--- config.mk ---
export PLATFORM = sky130hd
export DESIGN_NAME = telecontrol_apdu_frame_parser_flat
export DESIGN_NICKNAME = d
export VERILOG_FILES = /design/src/rtl/tapdu_pkg.sv /design/src/rtl/tapdu_if.sv /design/src/rtl/telecontrol_apdu_frame_parser.sv /design/src/flat_wrapper.sv
export SDC_FILE = /design/constraint.sdc
export NUM_CORES = 1
export LEC_CHECK = 0
export ABC_AREA = 1
export BUFFER_PORTS_ARGS = -buffer_cell sky130_fd_sc_hd__buf_2
export CAP_MARGIN = 20
export CORE_MARGIN = 1.5
export CORE_UTILIZATION = 50
export DETAILED_ROUTE_END_ITERATION = 12
export GPL_TIMING_DRIVEN = 0
export PLACE_DENSITY = 0.7
export SYNTH_ARGS = -nofsm -noshare
export SYNTH_HDL_FRONTEND = slang
export SYNTH_SLANG_ARGS = --single-unit
--- constraint.sdc ---
create_clock -name i_clk -period 4.3 [get_ports i_clk]
set_input_delay 0.86 -clock i_clk [delete_from_list [all_inputs] [get_ports i_clk]]
set_output_delay 0.86 -clock i_clk [all_outputs]
set_load 0.01 [all_outputs]
--- src/rtl/tapdu_pkg.sv ---
`timescale 1ns / 1ps

package tapdu_pkg;

    localparam logic [7:0]  START_BYTE    = 8'h68;
    localparam logic [15:0] MIN_CTRL_LEN  = 16'd4;
    localparam logic [15:0] MIN_ASDU_LEN  = 16'd14;
    localparam logic [15:0] ASDU_HDR_OFFS = 16'd10;

    typedef enum logic [1:0] {
        PH_HUNT = 2'd0,
        PH_LEN  = 2'd1,
        PH_BODY = 2'd2
    } t_phase;

    typedef enum logic [1:0] {
        FMT_I   = 2'd0,
        FMT_S   = 2'd1,
        FMT_U   = 2'd2,
        FMT_BAD = 2'd3
    } t_frame_format;

    localparam logic [2:0] UCODE_NONE = 3'd0;

endpackage

--- src/rtl/tapdu_if.sv ---
`timescale 1ns / 1ps

interface tapdu_rx_if;
    logic       valid;
    logic       ready;
    logic [7:0] rx_byte;

    modport source (output valid, output rx_byte, input ready);
    modport sink   (input valid, input rx_byte, output ready);
endinterface

interface tapdu_desc_if;
    logic        valid;
    logic        ready;
    logic [1:0]  frame_format;
    logic [14:0] send_seq;
    logic [14:0] recv_seq;
    logic [2:0]  u_code;
    logic        has_asdu;
    logic [7:0]  type_id;
    logic        sequence_flag;
    logic [6:0]  object_count;
    logic [15:0] cause;
    logic [15:0] common_addr;
    logic [23:0] info_obj_addr;
    logic [15:0] info_len;

    modport source (
        output valid, output frame_format, output send_seq, output recv_seq,
        output u_code, output has_asdu, output type_id, output sequence_flag,
        output object_count, output cause, output common_addr,
        output info_obj_addr, output info_len, input ready
    );
    modport sink (
        input valid, input frame_format, input send_seq, input recv_seq,
        input u_code, input has_asdu, input type_id, input sequence_flag,
        input object_count, input cause, input common_addr,
        input info_obj_addr, input info_len, output ready
    );
endinterface

--- src/rtl/telecontrol_apdu_frame_parser.sv ---
`timescale 1ns / 1ps
// channel   dir  modport  payload
// i_rx      in   sink     rx_byte, one link byte per word
// o_desc    out  source   frame descriptor, one word per frame
//
// one byte per cycle while input is ready; a descriptor appears the cycle
// after the last frame byte (or the second length byte for a short length)
// a single output register holds the descriptor; input stays ready while it
// is empty or being taken
// synchronous active-low reset returns to start-byte hunting

module telecontrol_apdu_frame_parser
    import tapdu_pkg::*;
(
    input  logic         i_clk,
    input  logic         i_rst_n,
    tapdu_rx_if.sink     i_rx,
    tapdu_desc_if.source o_desc
);

    t_phase      r_phase, n_phase;
    logic [15:0] r_len, n_len;
    logic [15:0] r_cnt, n_cnt;
    logic [7:0]  r_ctrl [4];
    logic [7:0]  n_ctrl [4];
    logic [7:0]  r_type, n_type;
    logic [7:0]  r_qual, n_qual;
    logic [15:0] r_cause, n_cause;
    logic [15:0] r_addr, n_addr;
    logic [23:0] r_obj, n_obj;

    logic        r_out_valid, n_out_valid;
    logic        in_fire;
    logic [7:0]  b;
    logic        last_body;
    logic        emit_short;
    logic        emit_frame;

    t_frame_format d_fmt;
    logic [14:0]   d_send, d_recv;
    logic [2:0]    d_ucode;
    logic          d_asdu;

    logic [1:0]  r_fmt;
    logic [14:0] r_send, r_recv;
    logic [2:0]  r_ucode;
    logic        r_asdu;
    logic [7:0]  r_o_type;
    logic        r_o_seq;
    logic [6:0]  r_o_cnt;
    logic [15:0] r_o_cause, r_o_addr, r_o_info_len;
    logic [23:0] r_o_obj;

    assign i_rx.ready = !r_out_valid || o_desc.ready;
    assign in_fire    = i_rx.valid && i_rx.ready;
    assign b          = i_rx.rx_byte;
    assign last_body  = (17'({1'b0, r_cnt}) + 17'd1) >= 17'({1'b0, r_len});

    // phase, length and position
    always_comb begin
        n_phase    = r_phase;
        n_len      = r_len;
        n_cnt      = r_cnt;
        emit_short = 1'b0;
        emit_frame = 1'b0;
        if (in_fire) begin
            unique case (r_phase)
                PH_HUNT: begin
                    n_cnt = '0;
                    if (b == START_BYTE) begin
                        n_phase = PH_LEN;
                    end
                end
                PH_LEN: begin
                    if (r_cnt == '0) begin
                        n_len = {8'h00, b};
                        n_cnt = 16'd1;
                    end else begin
                        n_len = {b, r_len[7:0]};
                        n_cnt = '0;
                        if ({b, r_len[7:0]} < MIN_CTRL_LEN) begin
                            emit_short = 1'b1;
                            n_phase    = PH_HUNT;
                        end else begin
                            n_phase = PH_BODY;
                        end
                    end
                end
                PH_BODY: begin
                    if (last_body) begin
                        emit_frame = 1'b1;
                        n_phase    = PH_HUNT;
                        n_cnt      = '0;
                    end else begin
                        n_cnt = r_cnt + 16'd1;
                    end
                end
                default: begin
                    n_phase = PH_HUNT;
                    n_cnt   = '0;
                end
            endcase
        end
    end

    // body capture
    always_comb begin
        n_ctrl  = r_ctrl;
        n_type  = r_type;
        n_qual  = r_qual;
        n_cause = r_cause;
        n_addr  = r_addr;
        n_obj   = r_obj;
        if (in_fire && r_phase == PH_BODY) begin
            case (r_cnt)
                16'd0:   n_ctrl[0] = b;
                16'd1:   n_ctrl[1] = b;
                16'd2:   n_ctrl[2] = b;
                16'd3:   n_ctrl[3] = b;
                16'd4:   n_type = b;
                16'd5:   n_qual = b;
                16'd6:   n_cause[7:0] = b;
                16'd7:   n_cause[15:8] = b;
                16'd8:   n_addr[7:0] = b;
                16'd9:   n_addr[15:8] = b;
                16'd10:  n_obj[7:0] = b;
                16'd11:  n_obj[15:8] = b;
                16'd12:  n_obj[23:16] = b;
                default: ;
            endcase
        end
    end

    // control field decode on the completed frame
    always_comb begin
        d_fmt   = FMT_BAD;
        d_send  = '0;
        d_recv  = '0;
        d_ucode = UCODE_NONE;
        if (!n_ctrl[0][0] && !n_ctrl[2][0]) begin
            d_fmt = FMT_I;
        end else if (n_ctrl[0][1:0] == 2'b01) begin
            d_fmt = FMT_S;
        end else if (n_ctrl[0][1:0] == 2'b11) begin
            d_fmt = FMT_U;
        end
        if (d_fmt == FMT_U) begin
            for (int i = 7; i >= 2; i--) begin
                if (n_ctrl[0][i]) begin
                    d_ucode = 3'(i - 1);
                end
            end
        end else if (d_fmt != FMT_BAD) begin
            d_send = {n_ctrl[1], n_ctrl[0][7:1]};
            d_recv = {n_ctrl[3], n_ctrl[2][7:1]};
        end
        d_asdu = (d_fmt != FMT_BAD) && (r_len >= MIN_ASDU_LEN);
    end

    always_comb begin
        n_out_valid = r_out_valid;
        if (in_fire && (emit_short || emit_frame)) begin
            n_out_valid = 1'b1;
        end else if (o_desc.ready) begin
            n_out_valid = 1'b0;
        end
    end

    always_ff @(posedge i_clk) begin
        if (!i_rst_n) begin
            r_phase     <= PH_HUNT;
            r_len       <= '0;
            r_cnt       <= '0;
            r_out_valid <= 1'b0;
        end else begin
            r_phase     <= n_phase;
            r_len       <= n_len;
            r_cnt       <= n_cnt;
            r_out_valid <= n_out_valid;
        end
    end

    always_ff @(posedge i_clk) begin
        r_ctrl  <= n_ctrl;
        r_type  <= n_type;
        r_qual  <= n_qual;
        r_cause <= n_cause;
        r_addr  <= n_addr;
        r_obj   <= n_obj;
    end

    always_ff @(posedge i_clk) begin
        if (emit_short) begin
            r_fmt        <= FMT_BAD;
            r_send       <= '0;
            r_recv       <= '0;
            r_ucode      <= UCODE_NONE;
            r_asdu       <= 1'b0;
            r_o_type     <= '0;
            r_o_seq      <= 1'b0;
            r_o_cnt      <= '0;
            r_o_cause    <= '0;
            r_o_addr     <= '0;
            r_o_obj      <= '0;
            r_o_info_len <= '0;
        end else if (emit_frame) begin
            r_fmt        <= d_fmt;
            r_send       <= d_send;
            r_recv       <= d_recv;
            r_ucode      <= d_ucode;
            r_asdu       <= d_asdu;
            r_o_type     <= d_asdu ? n_type : 8'h00;
            r_o_seq      <= d_asdu ? n_qual[7] : 1'b0;
            r_o_cnt      <= d_asdu ? n_qual[6:0] : 7'h00;
            r_o_cause    <= d_asdu ? n_cause : 16'h0000;
            r_o_addr     <= d_asdu ? n_addr : 16'h0000;
            r_o_obj      <= d_asdu ? n_obj : 24'h000000;
            r_o_info_len <= d_asdu ? (r_len - ASDU_HDR_OFFS) : 16'h0000;
        end
    end

    assign o_desc.valid         = r_out_valid;
    assign o_desc.frame_format  = r_fmt;
    assign o_desc.send_seq      = r_send;
    assign o_desc.recv_seq      = r_recv;
    assign o_desc.u_code        = r_ucode;
    assign o_desc.has_asdu      = r_asdu;
    assign o_desc.type_id       = r_o_type;
    assign o_desc.sequence_flag = r_o_seq;
    assign o_desc.object_count  = r_o_cnt;
    assign o_desc.cause         = r_o_cause;
    assign o_desc.common_addr   = r_o_addr;
    assign o_desc.info_obj_addr = r_o_obj;
    assign o_desc.info_len      = r_o_info_len;

endmodule

--- src/flat_wrapper.sv ---
// flat-port wrapper written by rule: the top's interface ports become plain ports
module telecontrol_apdu_frame_parser_flat import tapdu_pkg::*;
  (i_clk, i_rst_n, i_rx_valid, i_rx_rx_byte, i_rx_ready, o_desc_valid, o_desc_frame_format, o_desc_send_seq, o_desc_recv_seq, o_desc_u_code, o_desc_has_asdu, o_desc_type_id, o_desc_sequence_flag, o_desc_object_count, o_desc_cause, o_desc_common_addr, o_desc_info_obj_addr, o_desc_info_len, o_desc_ready);
  tapdu_rx_if i_rx_i ();
  tapdu_desc_if o_desc_i ();
  input  logic i_clk;
  input  logic i_rst_n;
  input wire logic [$bits(i_rx_i.valid)-1:0] i_rx_valid;
  input wire logic [$bits(i_rx_i.rx_byte)-1:0] i_rx_rx_byte;
  output wire logic [$bits(i_rx_i.ready)-1:0] i_rx_ready;
  output wire logic [$bits(o_desc_i.valid)-1:0] o_desc_valid;
  output wire logic [$bits(o_desc_i.frame_format)-1:0] o_desc_frame_format;
  output wire logic [$bits(o_desc_i.send_seq)-1:0] o_desc_send_seq;
  output wire logic [$bits(o_desc_i.recv_seq)-1:0] o_desc_recv_seq;
  output wire logic [$bits(o_desc_i.u_code)-1:0] o_desc_u_code;
  output wire logic [$bits(o_desc_i.has_asdu)-1:0] o_desc_has_asdu;
  output wire logic [$bits(o_desc_i.type_id)-1:0] o_desc_type_id;
  output wire logic [$bits(o_desc_i.sequence_flag)-1:0] o_desc_sequence_flag;
  output wire logic [$bits(o_desc_i.object_count)-1:0] o_desc_object_count;
  output wire logic [$bits(o_desc_i.cause)-1:0] o_desc_cause;
  output wire logic [$bits(o_desc_i.common_addr)-1:0] o_desc_common_addr;
  output wire logic [$bits(o_desc_i.info_obj_addr)-1:0] o_desc_info_obj_addr;
  output wire logic [$bits(o_desc_i.info_len)-1:0] o_desc_info_len;
  input wire logic [$bits(o_desc_i.ready)-1:0] o_desc_ready;
  assign i_rx_i.valid = i_rx_valid;
  assign i_rx_i.rx_byte = i_rx_rx_byte;
  assign i_rx_ready = i_rx_i.ready;
  assign o_desc_valid = o_desc_i.valid;
  assign o_desc_frame_format = o_desc_i.frame_format;
  assign o_desc_send_seq = o_desc_i.send_seq;
  assign o_desc_recv_seq = o_desc_i.recv_seq;
  assign o_desc_u_code = o_desc_i.u_code;
  assign o_desc_has_asdu = o_desc_i.has_asdu;
  assign o_desc_type_id = o_desc_i.type_id;
  assign o_desc_sequence_flag = o_desc_i.sequence_flag;
  assign o_desc_object_count = o_desc_i.object_count;
  assign o_desc_cause = o_desc_i.cause;
  assign o_desc_common_addr = o_desc_i.common_addr;
  assign o_desc_info_obj_addr = o_desc_i.info_obj_addr;
  assign o_desc_info_len = o_desc_i.info_len;
  assign o_desc_i.ready = o_desc_ready;
  telecontrol_apdu_frame_parser u_core (.i_clk(i_clk), .i_rst_n(i_rst_n), .i_rx(i_rx_i), .o_desc(o_desc_i));
endmodule
==> results.toml <==
[run_status]
result_of_the_run = "complete, no violations"

[timing]
worst_slew_margin_rel_pct = 44.23
fin_crit_sh_pct = 93.91
rsz0062_at_grt = "no"
timing.final.max_slew_violations = 0
report.final.hold_viol_count = 0
fin_worst_skew_ns = 0.01306
setup_viol_count_final = 0
finalSetupTns_ns = 0
worstMarginPinSlew_ns = 0.8365
timing.final.crit_period_ns = 4.038
fmax_mhz = 247.6
finalHoldWorstSlack_ns = 0.4426

[placed_design]
place_hpwl_um = 19390
placement.cell_area_mm2 = 0.01252
portBuffers = 137
gp_congestion = 0.8872

[synth]
ys_async_sr_fraction_pct = 0
simple_gate_portion_of_the_synthesized_area_pct = 27.72
post_synthesis_cell_area_mm2 = 0.01148
yosysTopAreaCell = "sky130_fd_sc_hd__dfxtp_1"
yosys_most_used_dff = "sky130_fd_sc_hd__dfxtp_1"
portion_of_the_post_synthesis_area_used_by_sequential_elements_pct = 45.87
main_combinational_cell_family_by_area_after_synthesis = "simple AND/OR/NAND/NOR gates"
synth_edf_count = 0
post-synth-top-area-fraction_pct = 45.87
mux_contribution_to_synthesized_area_pct = 6.279
synth-xor-area-share_pct = 1.755
synthAdderAreaFrac_pct = 2.725
compound_gate_fraction_of_synth_area_pct = 3.826
ys_seq_elements = 263
synthesis.instances = 1534
synth.area.top_cells = "sky130_fd_sc_hd__dfxtp_1 (46%), sky130_fd_sc_hd__nand2_1 (16%), sky130_fd_sc_hd__inv_1 (8.5%)"
yosys-top-cells-count = "sky130_fd_sc_hd__nand2_1 (495), sky130_fd_sc_hd__dfxtp_1 (263), sky130_fd_sc_hd__inv_1 (261), sky130_fd_sc_hd__nor2_1 (93), sky130_fd_sc_hd__mux2i_1 (72)"
synth_cell_type_count = 39
postSynthNetCount = 1571
synth_area_per_cell_um2 = 7.482
synth_warnings = 0
synthMostInstantiatedCell = "sky130_fd_sc_hd__nand2_1"

[route]
first_iter_violations = 580
remaining_drc_errors = 0
first_drt_pass_iteration_count = 5
route.antenna.remaining_nets = 0
routed_wl_um = 27460
via_count = 9502
wire_per_inst_um = 13.69
number_of_vias_per_cell_after_detailed_routing = 4.739

[global_route]
antenna_found_initial = 0
track_usage_pct = 23.12
overflow = 0
grt_pass1_vias = 9047
grt_first_pass_wirelength_um = 44930
grt_max_degree = 15

[floorplanning]
ioPinCount = 138
core.rowCount = 55
floorplan.initialDensity_pct = 50.85
floorplan.die.width_um = 154.5
floorplan.die_area_mm2 = 0.02387
floorplan.core_area_mm2 = 0.02257
die_y_um = 154.5

[power]
power.share.sequential_pct = 42.6
switching_share_pct = 28.42
power.net_switching_uw = 1900
leakage_power_summed_over_all_cells_uw = 0.008341
pwr-share-comb_pct = 19.4
p_int_uw = 4784
power_dens_cells_mw_per_mm2 = 495.5
worst_ir_drop_vdd_mv = 0.2946
clockPowerShare_pct = 38.0

[final_layout]
drive_above_1_share_pct = 16.22
finish.instance_area_mm2 = 0.01349
antenna_cells = 0
area_growth_pct = 17.54
nets = 1737

[run]
cap_violations = 0

[clock_tree]
cts_max_level = 1
cts_setup_buffers = 0
clock_tree.buffer_depth = 3
root_buffer = "sky130_fd_sc_hd__clkbuf_16"
post_cts_hold_buffer_count = 0
worst_setup_hold_path_clk_slew_ns = 0.06
cts_resized = 0
clock_latency_ns = 0.53
tritoncts = "done"
numCtsBuffers = 27
cts.sink_count = 263

[worst_setup_path]
timing.critical_path.slowest_stage_cell = "sky130_fd_sc_hd__dfxtp_1"
path_delay_family = "simple AND/OR/NAND/NOR gates"
cp_data_arrival_time_ns = 4.51
critical_path_required_ns = 4.77
crit_chain = "ha_1, clkinv_1, nor2_2, nand2_4, nor3_1, nand2_1, xor2_1, inv_1, ha_1, nand2_1, inv_1, nand2_1, a21oi_1, inv_1, nor2_1, nor2_4, nand2_4, nand3_2, nor2_8, buf_6, buf_12, nand2_4, nand2_2"
critical_path_peak_fanout = 10
critical-path-max-stage-delay_ns = 0.44
startpoint_type = "flop"
worstSetupEndpointType = "flop"
crit_type = "reg2reg"
critPathBufInv = 6

[min_path]
min-delay-path-class = "reg2reg"
==> final cells by class <==
class	count	area, um2
tap	285	356.6
clock inverter	16	242.7
fill	2140	9081
sequential	263	5265
buffer	59	331.6
multi-input combinational	939	4856
clock buffer	33	728.2
timing repair buffer	137	685.7
inverter	273	1025
==> power by group through the flow <==
stage / Combinational [uW] / Sequential, uW / Clock (uW)
6_report: 1290 / 2850 / 2540
3_3_place_gp: 1280 / 2900 / 0
5_1_grt: 1490 / 2880 / 2670
3_5_place_dp: 1290 / 2910 / 0
4_1_cts: 1300 / 2850 / 2570
2_1_floorplan: 765 / 3000 / 0
==> per-layer routing <==
metal	vias up	global-route usage (%)	wire (um)
li1	4960	-	-
met1	4235	30.41	12570
met2	258	38.42	12340
met3	49	4.567	1817
met4	0	7.097	728
met5	-	0	0
==> metrics by stage <==
step                      setup WS, ns  instances  power [uW]  util (%)
after floorplan                  1.167       1534        3766         -
after global placement          0.4553       1956        4181     55.47
after detailed placement        0.3901       1956        4200     55.47
after CTS                       0.3496       2005        6732     59.77
after global routing           0.03887       2005        7037     59.77
final                           0.2620       2005        6684     59.77
==> worst min-delay path, cell delays in order (launching register included) <==
cell	delay, ns
sky130_fd_sc_hd__dfxtp_1	0.32
sky130_fd_sc_hd__nand2_1	0.05
sky130_fd_sc_hd__nand2_1	0.04
==> logic make-up after synthesis <==
kind of cell,after synthesis
AND/OR/NAND/NOR,737
AO/OA/AOI/OAI,82
flip-flops,263
multiplexers,72
XOR/XNOR,23
adder cells (fa/ha/maj),25
buffers and inverters,332
==> cells in the final DEF, fill, tap and decap left out, types with 3 or more instances in the layout <==
cell type / n
sky130_fd_sc_hd__bufinv_16: 6
sky130_fd_sc_hd__nand2_1: 495
sky130_fd_sc_hd__nand3_1: 50
sky130_fd_sc_hd__buf_1: 5
sky130_fd_sc_hd__o21ai_1: 12
sky130_fd_sc_hd__nand4_1: 27
sky130_fd_sc_hd__nor3_1: 19
sky130_fd_sc_hd__o21ai_0: 24
sky130_fd_sc_hd__nand2_2: 21
sky130_fd_sc_hd__xnor2_1: 3
sky130_fd_sc_hd__mux2i_1: 72
sky130_fd_sc_hd__nor2_1: 93
sky130_fd_sc_hd__inv_2: 10
sky130_fd_sc_hd__xor2_1: 20
sky130_fd_sc_hd__clkbuf_8: 3
sky130_fd_sc_hd__dfxtp_1: 263
sky130_fd_sc_hd__ha_1: 25
sky130_fd_sc_hd__nand3_2: 4
sky130_fd_sc_hd__nor2_2: 5
sky130_fd_sc_hd__a21oi_1: 37
sky130_fd_sc_hd__nor2_4: 4
sky130_fd_sc_hd__inv_1: 261
sky130_fd_sc_hd__clkinv_2: 6
sky130_fd_sc_hd__buf_6: 4
sky130_fd_sc_hd__clkbuf_16: 27
sky130_fd_sc_hd__nand2_4: 13
sky130_fd_sc_hd__buf_2: 155
sky130_fd_sc_hd__buf_4: 11
sky130_fd_sc_hd__clkbuf_1: 23
==> path summary, 6_finish.rpt <==
| check | start | to | slack (ns) | cells after the start |
|---|---|---|---|---|
| setup / recovery | u_core.r_cnt[0]$_SDFFE_PN0P_ | u_core.o_desc.common_addr[8]$_SDFFE_PP0P_ | 0.26 | 23 |
| hold / removal | u_core.o_desc.u_code[2]$_SDFFE_PP0P_ | u_core.o_desc.u_code[2]$_SDFFE_PP0P_ | 0.44 | 2 |
| setup reg to reg | u_core.r_cnt[0]$_SDFFE_PN0P_ | u_core.o_desc.common_addr[8]$_SDFFE_PP0P_ | 0.26 | 23 |
| hold reg to reg | u_core.o_desc.u_code[2]$_SDFFE_PP0P_ | u_core.o_desc.u_code[2]$_SDFFE_PP0P_ | 0.44 | 2 |
==> flip-flops by register name, summed over array words and instances (netlist names), 15 cells and up <==
signal,count
u_core.o_desc.cause,16
u_core.o_desc.common_addr,16
u_core.o_desc.info_len,16
u_core.o_desc.info_obj_addr,24
u_core.o_desc.recv_seq,15
u_core.o_desc.send_seq,15
u_core.r_addr,16
u_core.r_cause,16
u_core.r_cnt,16
u_core.r_ctrl,32
u_core.r_len,16
u_core.r_obj,24
(Power assumes the default switching activity.)
